[src/rtl/core/nsa_pkg.sv]
// Shared types and codes for the note stack with arpeggio step.
// Used by the cell row, the top level and the checker; no dependencies.
package nsa_pkg;

	localparam int DEPTH_DEF = 32;
	localparam int NOTE_W    = 7;
	localparam int SLOT_W    = 5;
	localparam int CNT_W     = 6;
	localparam int STATUS_W  = 2;
	localparam int OP_W      = 3;
	localparam int CAP_W     = 6;

	localparam logic [CAP_W-1:0] CAP_RESET = 6'd32;

	typedef enum logic [OP_W-1:0] {
		OP_ADD        = 3'd0,
		OP_ADD_ABSENT = 3'd1,
		OP_REMOVE     = 3'd2,
		OP_CONTAINS   = 3'd3,
		OP_STEP       = 3'd4,
		OP_READ       = 3'd5,
		OP_CLEAR      = 3'd6
	} op_t;

	typedef enum logic [STATUS_W-1:0] {
		STS_DONE  = 2'd0,
		STS_MISS  = 2'd1,
		STS_FULL  = 2'd2,
		STS_EMPTY = 2'd3
	} status_t;

	typedef enum logic [0:0] {
		REG_ORDERED  = 1'b0,
		REG_CAPACITY = 1'b1
	} reg_idx_t;

	typedef enum logic [1:0] {
		ACT_HOLD = 2'd0,
		ACT_INS  = 2'd1,
		ACT_REM  = 2'd2,
		ACT_CLR  = 2'd3
	} act_t;

	// one slot as handed between neighbors
	typedef struct packed {
		logic              valid;
		logic [NOTE_W-1:0] note;
	} slot_t;

	// compare request broadcast to the row when a word is accepted
	typedef struct packed {
		logic              capture;
		logic              ordered;
		logic [NOTE_W-1:0] key;
	} cell_probe_t;

	// update broadcast to the row when a word commits
	typedef struct packed {
		act_t              act;
		logic [NOTE_W-1:0] key;
	} cell_cmd_t;

	// per-cell compare results, held between capture and commit
	typedef struct packed {
		logic match;
		logic ins;
		logic rd;
	} cell_flags_t;

endpackage

[src/rtl/core/note_stack_with_arpeggio_step.sv]
// Note stack with arpeggio step: a row of slot cells with parallel compare.
// Words are taken only in idle; commit waits while a result is unread.
// Accept captures every cell's compare against the key, commit picks the
// first hit and shifts the row; the result register frees the input side
// while a result waits. Reset (arst_n, async) empties all slots at once and
// clears count, step position and configuration; no clearing pass follows.
module note_stack_with_arpeggio_step #(
	parameter int DEPTH = nsa_pkg::DEPTH_DEF
) (
	input  logic        clk,
	input  logic        arst_n,
	input  logic        s_tvalid,
	output logic        s_tready,
	input  logic [15:0] s_tdata,   // note[6:0], slot_index[11:7], zero pad
	input  logic [2:0]  s_tuser,   // op[2:0]
	output logic        m_tvalid,
	input  logic        m_tready,
	output logic [23:0] m_tdata,   // status[1:0], note_out[8:2], found_slot[13:9],
	                               // note_count[19:14], zero pad
	output logic [0:0]  m_tuser,   // note_valid[0]
	input  logic        cfg_we,
	input  logic [0:0]  cfg_index,
	input  logic [5:0]  cfg_data
);
	import nsa_pkg::*;

	localparam int AW = $clog2(DEPTH);
	localparam int CW = $clog2(DEPTH + 1);
	localparam int RW = (AW > SLOT_W) ? AW : SLOT_W;
	localparam logic [CW-1:0] CAP_INIT =
		CW'((int'(CAP_RESET) > DEPTH) ? DEPTH : int'(CAP_RESET));

	typedef enum logic [1:0] {
		ST_IDLE = 2'b01,
		ST_EXEC = 2'b10
	} state_t;

	state_t            state_q;
	logic              ordered_q;
	logic [CAP_W-1:0]  capacity_q;
	logic [CW-1:0]     cap_q;
	logic [CW-1:0]     cnt_q;
	logic [AW-1:0]     step_q;

	op_t               op_s1;
	logic [NOTE_W-1:0] key_s1;
	logic [AW-1:0]     step_new_s1;

	logic              out_valid_q;
	status_t           status_q;
	logic [NOTE_W-1:0] nout_q;
	logic              nvalid_q;
	logic [SLOT_W-1:0] fslot_q;
	logic [CNT_W-1:0]  count_q;

	logic              accept;
	logic              exec_fire;
	op_t               op_in;
	logic [AW-1:0]     step_new;
	logic [RW-1:0]     rd_addr;
	logic [CW-1:0]     cap_clamp;

	cell_probe_t       probe;
	cell_cmd_t         cmd;
	slot_t             slots [DEPTH];
	cell_flags_t       flags [DEPTH];
	logic [DEPTH-1:0]  match_v, ins_v, rd_v;
	logic [DEPTH-1:0]  ins_first, ins_gt, rem_first, rem_ge;
	logic [AW-1:0]     found_idx;
	logic [NOTE_W-1:0] rd_note;
	logic              rd_hit;

	act_t              act;
	status_t           status_d;
	logic [NOTE_W-1:0] nout_d;
	logic              nvalid_d;
	logic [AW-1:0]     fslot_d;
	logic [CW-1:0]     cnt_d;
	logic              full;
	logic              any_match;

	assign s_tready  = (state_q == ST_IDLE);
	assign accept    = s_tvalid && s_tready;
	assign exec_fire = (state_q == ST_EXEC) && (!out_valid_q || m_tready);
	assign op_in     = op_t'(s_tuser);

	// step target: wrap to the oldest note when at the front or stale
	always_comb begin
		if (step_q == '0 || CW'(step_q) > cnt_q) begin
			step_new = AW'(cnt_q - 1'b1);
		end else begin
			step_new = step_q - 1'b1;
		end
	end

	assign rd_addr = (op_in == OP_STEP) ? RW'(step_new) : RW'(s_tdata[11:7]);

	always_comb begin
		if (capacity_q == '0) begin
			cap_clamp = CW'(1);
		end else if (int'(capacity_q) > DEPTH) begin
			cap_clamp = CW'(DEPTH);
		end else begin
			cap_clamp = CW'(capacity_q);
		end
	end

	assign probe = '{capture: accept, ordered: ordered_q, key: s_tdata[NOTE_W-1:0]};
	assign cmd   = '{act: exec_fire ? act : ACT_HOLD, key: key_s1};

	for (genvar i = 0; i < DEPTH; i++) begin : g_cell
		slot_t left_w, right_w;
		if (i == 0) begin : g_first
			assign left_w = '0;
		end else begin : g_mid_l
			assign left_w = slots[i-1];
		end
		if (i == DEPTH - 1) begin : g_last
			assign right_w = '0;
		end else begin : g_mid_r
			assign right_w = slots[i+1];
		end

		nsa_cell #(.IDX(i), .RW(RW)) u_cell (
			.clk      (clk),
			.arst_n   (arst_n),
			.probe    (probe),
			.rd_addr  (rd_addr),
			.cmd      (cmd),
			.ins_here (ins_first[i]),
			.shift_r  (ins_gt[i]),
			.shift_l  (rem_ge[i]),
			.left     (left_w),
			.right    (right_w),
			.slot     (slots[i]),
			.flags    (flags[i])
		);

		assign match_v[i] = flags[i].match;
		assign ins_v[i]   = flags[i].ins;
		assign rd_v[i]    = flags[i].rd;
	end

	// isolate the first hit, then mask the cells past it (insert) or at and past it (remove)
	assign ins_first = ins_v & (~ins_v + DEPTH'(1));
	assign ins_gt    = ~(ins_first - DEPTH'(1)) & ~ins_first;
	assign rem_first = match_v & (~match_v + DEPTH'(1));
	assign rem_ge    = ~(rem_first - DEPTH'(1));

	always_comb begin
		found_idx = '0;
		rd_note   = '0;
		rd_hit    = 1'b0;
		for (int i = 0; i < DEPTH; i++) begin
			if (rem_first[i]) begin
				found_idx = found_idx | AW'(i);
			end
			if (rd_v[i]) begin
				rd_note = rd_note | slots[i].note;
				rd_hit  = 1'b1;
			end
		end
	end

	assign full      = (cnt_q >= cap_q);
	assign any_match = |match_v;

	always_comb begin
		act      = ACT_HOLD;
		status_d = STS_DONE;
		nout_d   = '0;
		nvalid_d = 1'b0;
		fslot_d  = '0;
		cnt_d    = cnt_q;
		case (op_s1)
			OP_ADD, OP_ADD_ABSENT: begin
				if (op_s1 == OP_ADD_ABSENT && any_match) begin
					status_d = STS_MISS;
				end else if (full) begin
					status_d = STS_FULL;
				end else begin
					act   = ACT_INS;
					cnt_d = cnt_q + 1'b1;
				end
			end
			OP_REMOVE: begin
				if (any_match) begin
					act   = ACT_REM;
					cnt_d = cnt_q - 1'b1;
				end else begin
					status_d = STS_MISS;
				end
			end
			OP_CONTAINS: begin
				if (any_match) begin
					fslot_d = found_idx;
				end else begin
					status_d = STS_MISS;
				end
			end
			OP_STEP: begin
				if (cnt_q == '0) begin
					status_d = STS_EMPTY;
				end else begin
					nout_d   = rd_note;
					nvalid_d = rd_hit;
				end
			end
			OP_READ: begin
				nout_d   = rd_note;
				nvalid_d = rd_hit;
			end
			OP_CLEAR: begin
				act   = ACT_CLR;
				cnt_d = '0;
			end
			default: ;
		endcase
	end

	always_ff @(posedge clk or negedge arst_n) begin
		if (!arst_n) begin
			state_q <= ST_IDLE;
		end else begin
			case (state_q)
				ST_IDLE: if (accept) state_q <= ST_EXEC;
				ST_EXEC: if (exec_fire) state_q <= ST_IDLE;
				default: state_q <= ST_IDLE;
			endcase
		end
	end

	always_ff @(posedge clk) begin
		if (accept) begin
			op_s1       <= op_in;
			key_s1      <= s_tdata[NOTE_W-1:0];
			step_new_s1 <= step_new;
		end
	end

	always_ff @(posedge clk or negedge arst_n) begin
		if (!arst_n) begin
			ordered_q  <= 1'b0;
			capacity_q <= CAP_RESET;
		end else if (cfg_we) begin
			if (cfg_index == REG_ORDERED) begin
				ordered_q <= cfg_data[0];
			end else begin
				capacity_q <= cfg_data;
			end
		end
	end

	always_ff @(posedge clk or negedge arst_n) begin
		if (!arst_n) begin
			cnt_q  <= '0;
			step_q <= '0;
			cap_q  <= CAP_INIT;
		end else if (exec_fire) begin
			cnt_q <= cnt_d;
			if (op_s1 == OP_CLEAR) begin
				step_q <= '0;
				cap_q  <= cap_clamp;
			end else if (op_s1 == OP_STEP && cnt_q != '0) begin
				step_q <= step_new_s1;
			end
		end
	end

	always_ff @(posedge clk or negedge arst_n) begin
		if (!arst_n) begin
			out_valid_q <= 1'b0;
		end else if (exec_fire) begin
			out_valid_q <= 1'b1;
		end else if (m_tready) begin
			out_valid_q <= 1'b0;
		end
	end

	always_ff @(posedge clk) begin
		if (exec_fire) begin
			status_q <= status_d;
			nout_q   <= nout_d;
			nvalid_q <= nvalid_d;
			fslot_q  <= SLOT_W'(fslot_d);
			count_q  <= CNT_W'(cnt_d);
		end
	end

	assign m_tvalid = out_valid_q;
	assign m_tdata  = {4'd0, count_q, fslot_q, nout_q, status_q};
	assign m_tuser  = nvalid_q;

endmodule

[src/rtl/core/nsa_cell.sv]
// One slot of the note stack: holds a note, compares it against the key,
// and shifts to or from its neighbors. Depends on nsa_pkg.
module nsa_cell #(
	parameter int IDX = 0,
	parameter int RW  = 5
) (
	input  logic                clk,
	input  logic                arst_n,
	input  nsa_pkg::cell_probe_t probe,
	input  logic [RW-1:0]       rd_addr,
	input  nsa_pkg::cell_cmd_t  cmd,
	input  logic                ins_here,
	input  logic                shift_r,
	input  logic                shift_l,
	input  nsa_pkg::slot_t      left,
	input  nsa_pkg::slot_t      right,
	output nsa_pkg::slot_t      slot,
	output nsa_pkg::cell_flags_t flags
);
	import nsa_pkg::*;

	logic              valid_q;
	logic [NOTE_W-1:0] note_q;
	slot_t             nxt;
	logic              match_s1;
	logic              ins_s1;
	logic              rd_s1;

	always_comb begin
		nxt = '{valid: valid_q, note: note_q};
		case (cmd.act)
			ACT_CLR: nxt.valid = 1'b0;
			ACT_INS: begin
				if (ins_here) begin
					nxt = '{valid: 1'b1, note: cmd.key};
				end else if (shift_r) begin
					nxt = left;
				end
			end
			ACT_REM: begin
				if (shift_l) begin
					nxt = right;
				end
			end
			default: ;
		endcase
	end

	always_ff @(posedge clk or negedge arst_n) begin
		if (!arst_n) begin
			valid_q <= 1'b0;
		end else begin
			valid_q <= nxt.valid;
		end
	end

	always_ff @(posedge clk) begin
		note_q <= nxt.note;
	end

	// an empty slot is always a legal insert point, ordered or not
	always_ff @(posedge clk) begin
		if (probe.capture) begin
			match_s1 <= valid_q && (note_q == probe.key);
			ins_s1   <= !probe.ordered || !valid_q || (note_q >= probe.key);
			rd_s1    <= valid_q && (rd_addr == RW'(IDX));
		end
	end

	assign slot  = '{valid: valid_q, note: note_q};
	assign flags = '{match: match_s1, ins: ins_s1, rd: rd_s1};

endmodule

[config.mk]
export PLATFORM = sky130hd
export DESIGN_NAME = note_stack_with_arpeggio_step
export DESIGN_NICKNAME = d
export VERILOG_FILES = /design/src/rtl/core/nsa_pkg.sv /design/src/rtl/core/note_stack_with_arpeggio_step.sv /design/src/rtl/core/nsa_cell.sv
export SDC_FILE = /design/constraint.sdc
export NUM_CORES = 1
export LEC_CHECK = 0
export BUFFER_PORTS_ARGS = -buffer_cell sky130_fd_sc_hd__buf_4
export CAP_MARGIN = 10
export CORE_MARGIN = 2
export CORE_UTILIZATION = 40
export CTS_CLUSTER_DIAMETER = 200
export DETAILED_ROUTE_END_ITERATION = 6
export GPL_TIMING_DRIVEN = 0
export MAX_ROUTING_LAYER = met4
export PLACE_DENSITY = 0.54
export SLEW_MARGIN = 5
export SYNTH_ARGS = -nofsm -noshare
export SYNTH_HDL_FRONTEND = slang
export SYNTH_SLANG_ARGS = --single-unit
[constraint.sdc]
create_clock -name clk -period 4.8 [get_ports clk]
set_clock_uncertainty 0.05 [all_clocks]
set_input_delay 0.96 -clock clk [delete_from_list [all_inputs] [get_ports clk]]
set_output_delay 0.96 -clock clk [all_outputs]
set_load 0.05 [all_outputs]
==> impl_metrics.json <==
{
  "min_period_ns": 4.755,
  "hold_ws_ns": 0.4417,
  "worst_pin_slew_ns": 1.456,
  "netlist_area_sq_um": 27290,
  "p_clk_share_pct": 41.2,
  "dp_cells": 3646,
  "wirelength_um": 134700,
  "syn_inst": 2709,
  "critPathCaptureType": "flip-flop",
  "leakage_nw": 12.12,
  "yosys-top-cells-area": "edfxtp_1, ha_1, mux2i_1",
  "die_y_um": 265.2,
  "ctsHoldBuffers": 0,
  "gp_congestion": 1.051,
  "drtIter0Drc": 4033,
  "final_common_cell": "edfxtp_1",
  "htree_num_levels": 2,
  "p_comb_share_pct": 15.6,
  "drc_errors": 0,
  "p_per_area_nw_per_um2": 323.7,
  "antenna_found_initial": 6,
  "final_core_util_pct": 46.01,
  "grt_pass1_vias": 24000,
  "cts_buffers": 51,
  "worstPathRequired_ns": 5.21,
  "insertion_delay_ns": 0.62,
  "ys.flop_type": "edfxtp_1",
  "vias": 25190,
  "instances_no_fill": 3750,
  "ys_ff_latch": 415,
  "drive_above_1_share_pct": 9.088,
  "via_per_inst": 6.717,
  "grtUsageTotal_pct": 39.01,
  "tns_ns": 0,
  "grt_max_degree": 60,
  "post_drt_wl_per_cell_um": 35.93,
  "final_cell_mix": "edfxtp_1, nand2_1, o21ai_0, ha_1, mux2i_1",
  "start_util_pct": 40.50,
  "overflow": 0,
  "num_io_pins": 58,
  "finalCritPeriodShare_pct": 99.06,
  "synth_edf_count": 356,
  "irDropWorstVdd_v": 0.0002662,
  "num_rows": 95,
  "start_kind": "flip-flop",
  "cts_tree": "done",
  "power_mw": 10.04,
  "clkSlewWorstSetupHoldPaths_ns": 0.06,
  "core_sq_um": 67400,
  "area_growth_pct": 13.61,
  "critPathArrivalTime_ns": 5.17,
  "yosysTopAreaCell": "edfxtp_1",
  "die-area_sq_um": 70340,
  "slew_headroom_pct": 2.175,
  "io_buffer_count": 49,
  "seq_area_frac_synth_pct": 44.59,
  "dp_hpwl_um": 100200,
  "yosys_warnings": 0,
  "switchingPower_mw": 2.984,
  "cts_root_buf": "clkbuf_16",
  "cts.sinks": 415,
  "yosysTopAreaCellShare_pct": 39.17,
  "grt_first_pass_wirelength_um": 186800,
  "slew_viol_final": 0,
  "crit_type": "reg2reg",
  "seqPwrFrac_pct": 43.2,
  "intPower_mw": 7.052,
  "nFillCells": 6361,
  "rsz0062_at_grt": "false",
  "path_max_fanout": 10,
  "dr.pass1.iters": 6,
  "nets": 3104,
  "avgSynthCellArea_sq_um": 10.08,
  "die_w_um": 265.2,
  "final-hold-violation-count": 0,
  "async_flop_share_pct": 14.22,
  "fmax_ghz": 0.2103,
  "ant_nets": 0,
  "p_sw_share_pct": 29.74,
  "setup_viol": 0,
  "status": "completed",
  "clock_path_buffers": 3,
  "max_cap_viol_count": 0,
  "hold_class": "reg2reg",
  "ys_types": 81
}
==> per-layer routing <==
| layer | share of wire (%) | wire (um) | track usage [%] |
|---|---|---|---|
| met1 | 40 | 53400 | 51.08 |
| met2 | 44 | 58870 | 57.88 |
| met3 | 10 | 13900 | 7.323 |
| met4 | 6.4 | 8568 | 19.70 |
| met5 | 0 | 0 | - |
==> flip-flops by register name, summed over array words and instances, names as in the netlist, 6 cells and up <==
signal / count
nout_q: 7
count_q: 6
g_cell.u_cell.rd_s1: 32
g_cell.u_cell.note_q: 224
cnt_q: 6
g_cell.u_cell.ins_s1: 32
g_cell.u_cell.valid_q: 32
capacity_q: 6
key_s1: 7
cap_q: 6
g_cell.u_cell.match_s1: 32
==> cell usage after synthesis (all sizes together), types with 4 or more instances <==
library cell and instances:
edfxtp 356, nand2 315, o21ai 295, ha 242, mux2i 217, nor2 168, clkbuf 136, a21oi 100
nand4 95, a22oi 76, inv 71, dfrtp 56, nand2b 56, nor3 48, nor2b 46, and3 44
a21o 37, a221oi 34, a22o 31, o211ai 31, nand3 29, nor4 25, o21a 19, o41ai 19
mux2 18, buf 17, o31ai 14, a211oi 11, and2 9, nand3b 8, or3 8, a31oi 7
o22ai 6, or2 6, and4b 5, nand4b 5, or4 5, xnor2 4
==> final cells by class <==
class / instances / area (sq um) / share of cell area [%]
tap: 873 / 1092 / 3.522
inverter: 71 / 266.5 / 0.8594
clock inverter: 17 / 246.5 / 0.7949
buffer: 153 / 660.6 / 2.130
timing repair buffer: 66 / 645.6 / 2.082
clock buffer: 77 / 1484 / 4.785
sequential: 415 / 12170 / 39.25
multi-input combinational: 2073 / 14430 / 46.54
antenna: 5 / 12.51 / 0.04035
==> worst paths after layout <==
check | start | end | slack, ns | cells past startpoint
setup / recovery | g_cell[3].u_cell.match_s1 | g_cell[3].u_cell.valid_q | 0.05 | 13
hold / removal | cap_q[0] | cap_q[0] | 0.44 | 2
setup reg to reg | g_cell[3].u_cell.match_s1 | g_cell[3].u_cell.valid_q | 0.05 | 13
hold reg to reg | cap_q[0] | cap_q[0] | 0.44 | 2
max in group asynchronous | arst_n | g_cell[4].u_cell.valid_q | 3.52 | 1
min in group asynchronous | arst_n | cnt_q[4] | 0.49 | 1
==> timing repair <==
| action | CTS | global route |
|---|---|---|
| gates cloned | 0 | 0 |
| endpoints found under the setup margin | 473 | 421 |
| pin swaps | 2 | 0 |
| gates resized for setup | 56 | 40 |
| setup buffers | 4 | 0 |
==> power groups by stage <==
stage / combinational (mW) / sequential [mW] / clock (mW)
detailed placement: 1.51 / 4.40 / 0
global route: 1.67 / 4.35 / 4.28
global placement: 1.44 / 4.41 / 0
floorplan: 0.880 / 4.32 / 0
finish: 1.56 / 4.34 / 4.13
CTS: 1.52 / 4.33 / 4.15
==> per-stage QoR <==
stage / setup slack, ns / area [sq um]
floorplan: 0.3090 / 27300
global placement: -3.227 / 28770
detailed placement: -2.509 / 29010
CTS: -0.003533 / 30950
global route: 0.005591 / 31000
finish: 0.04531 / 31010
==> kinds of logic after synthesis <==
logic type / after synthesis / synth area share, %
AO/OA/AOI/OAI: 704 / 16.24
multiplexers: 235 / 8.701
XOR/XNOR: 5 / 0.1604
buffers and inverters: 224 / 3.181
adder cells (fa/ha/maj): 242 / 11.09
flip-flops: 415 / 44.59
other: 1 / 0.01374
AND/OR/NAND/NOR: 883 / 16.02
==> worst max-delay path: stages (launching register included) <==
cell	delay, ns
edfxtp_1	0.51
nor4_4	0.41
buf_4	0.26
and4_1	0.31
nand4_1	0.19
a21oi_2	0.34
o21ai_1	0.19
inv_1	0.16
ha_4	0.30
clkbuf_4	0.32
clkbuf_1	0.86
o21a_1	0.24
a21oi_1	0.05
o41ai_1	0.38
Power figures use the tool's default switching activity.
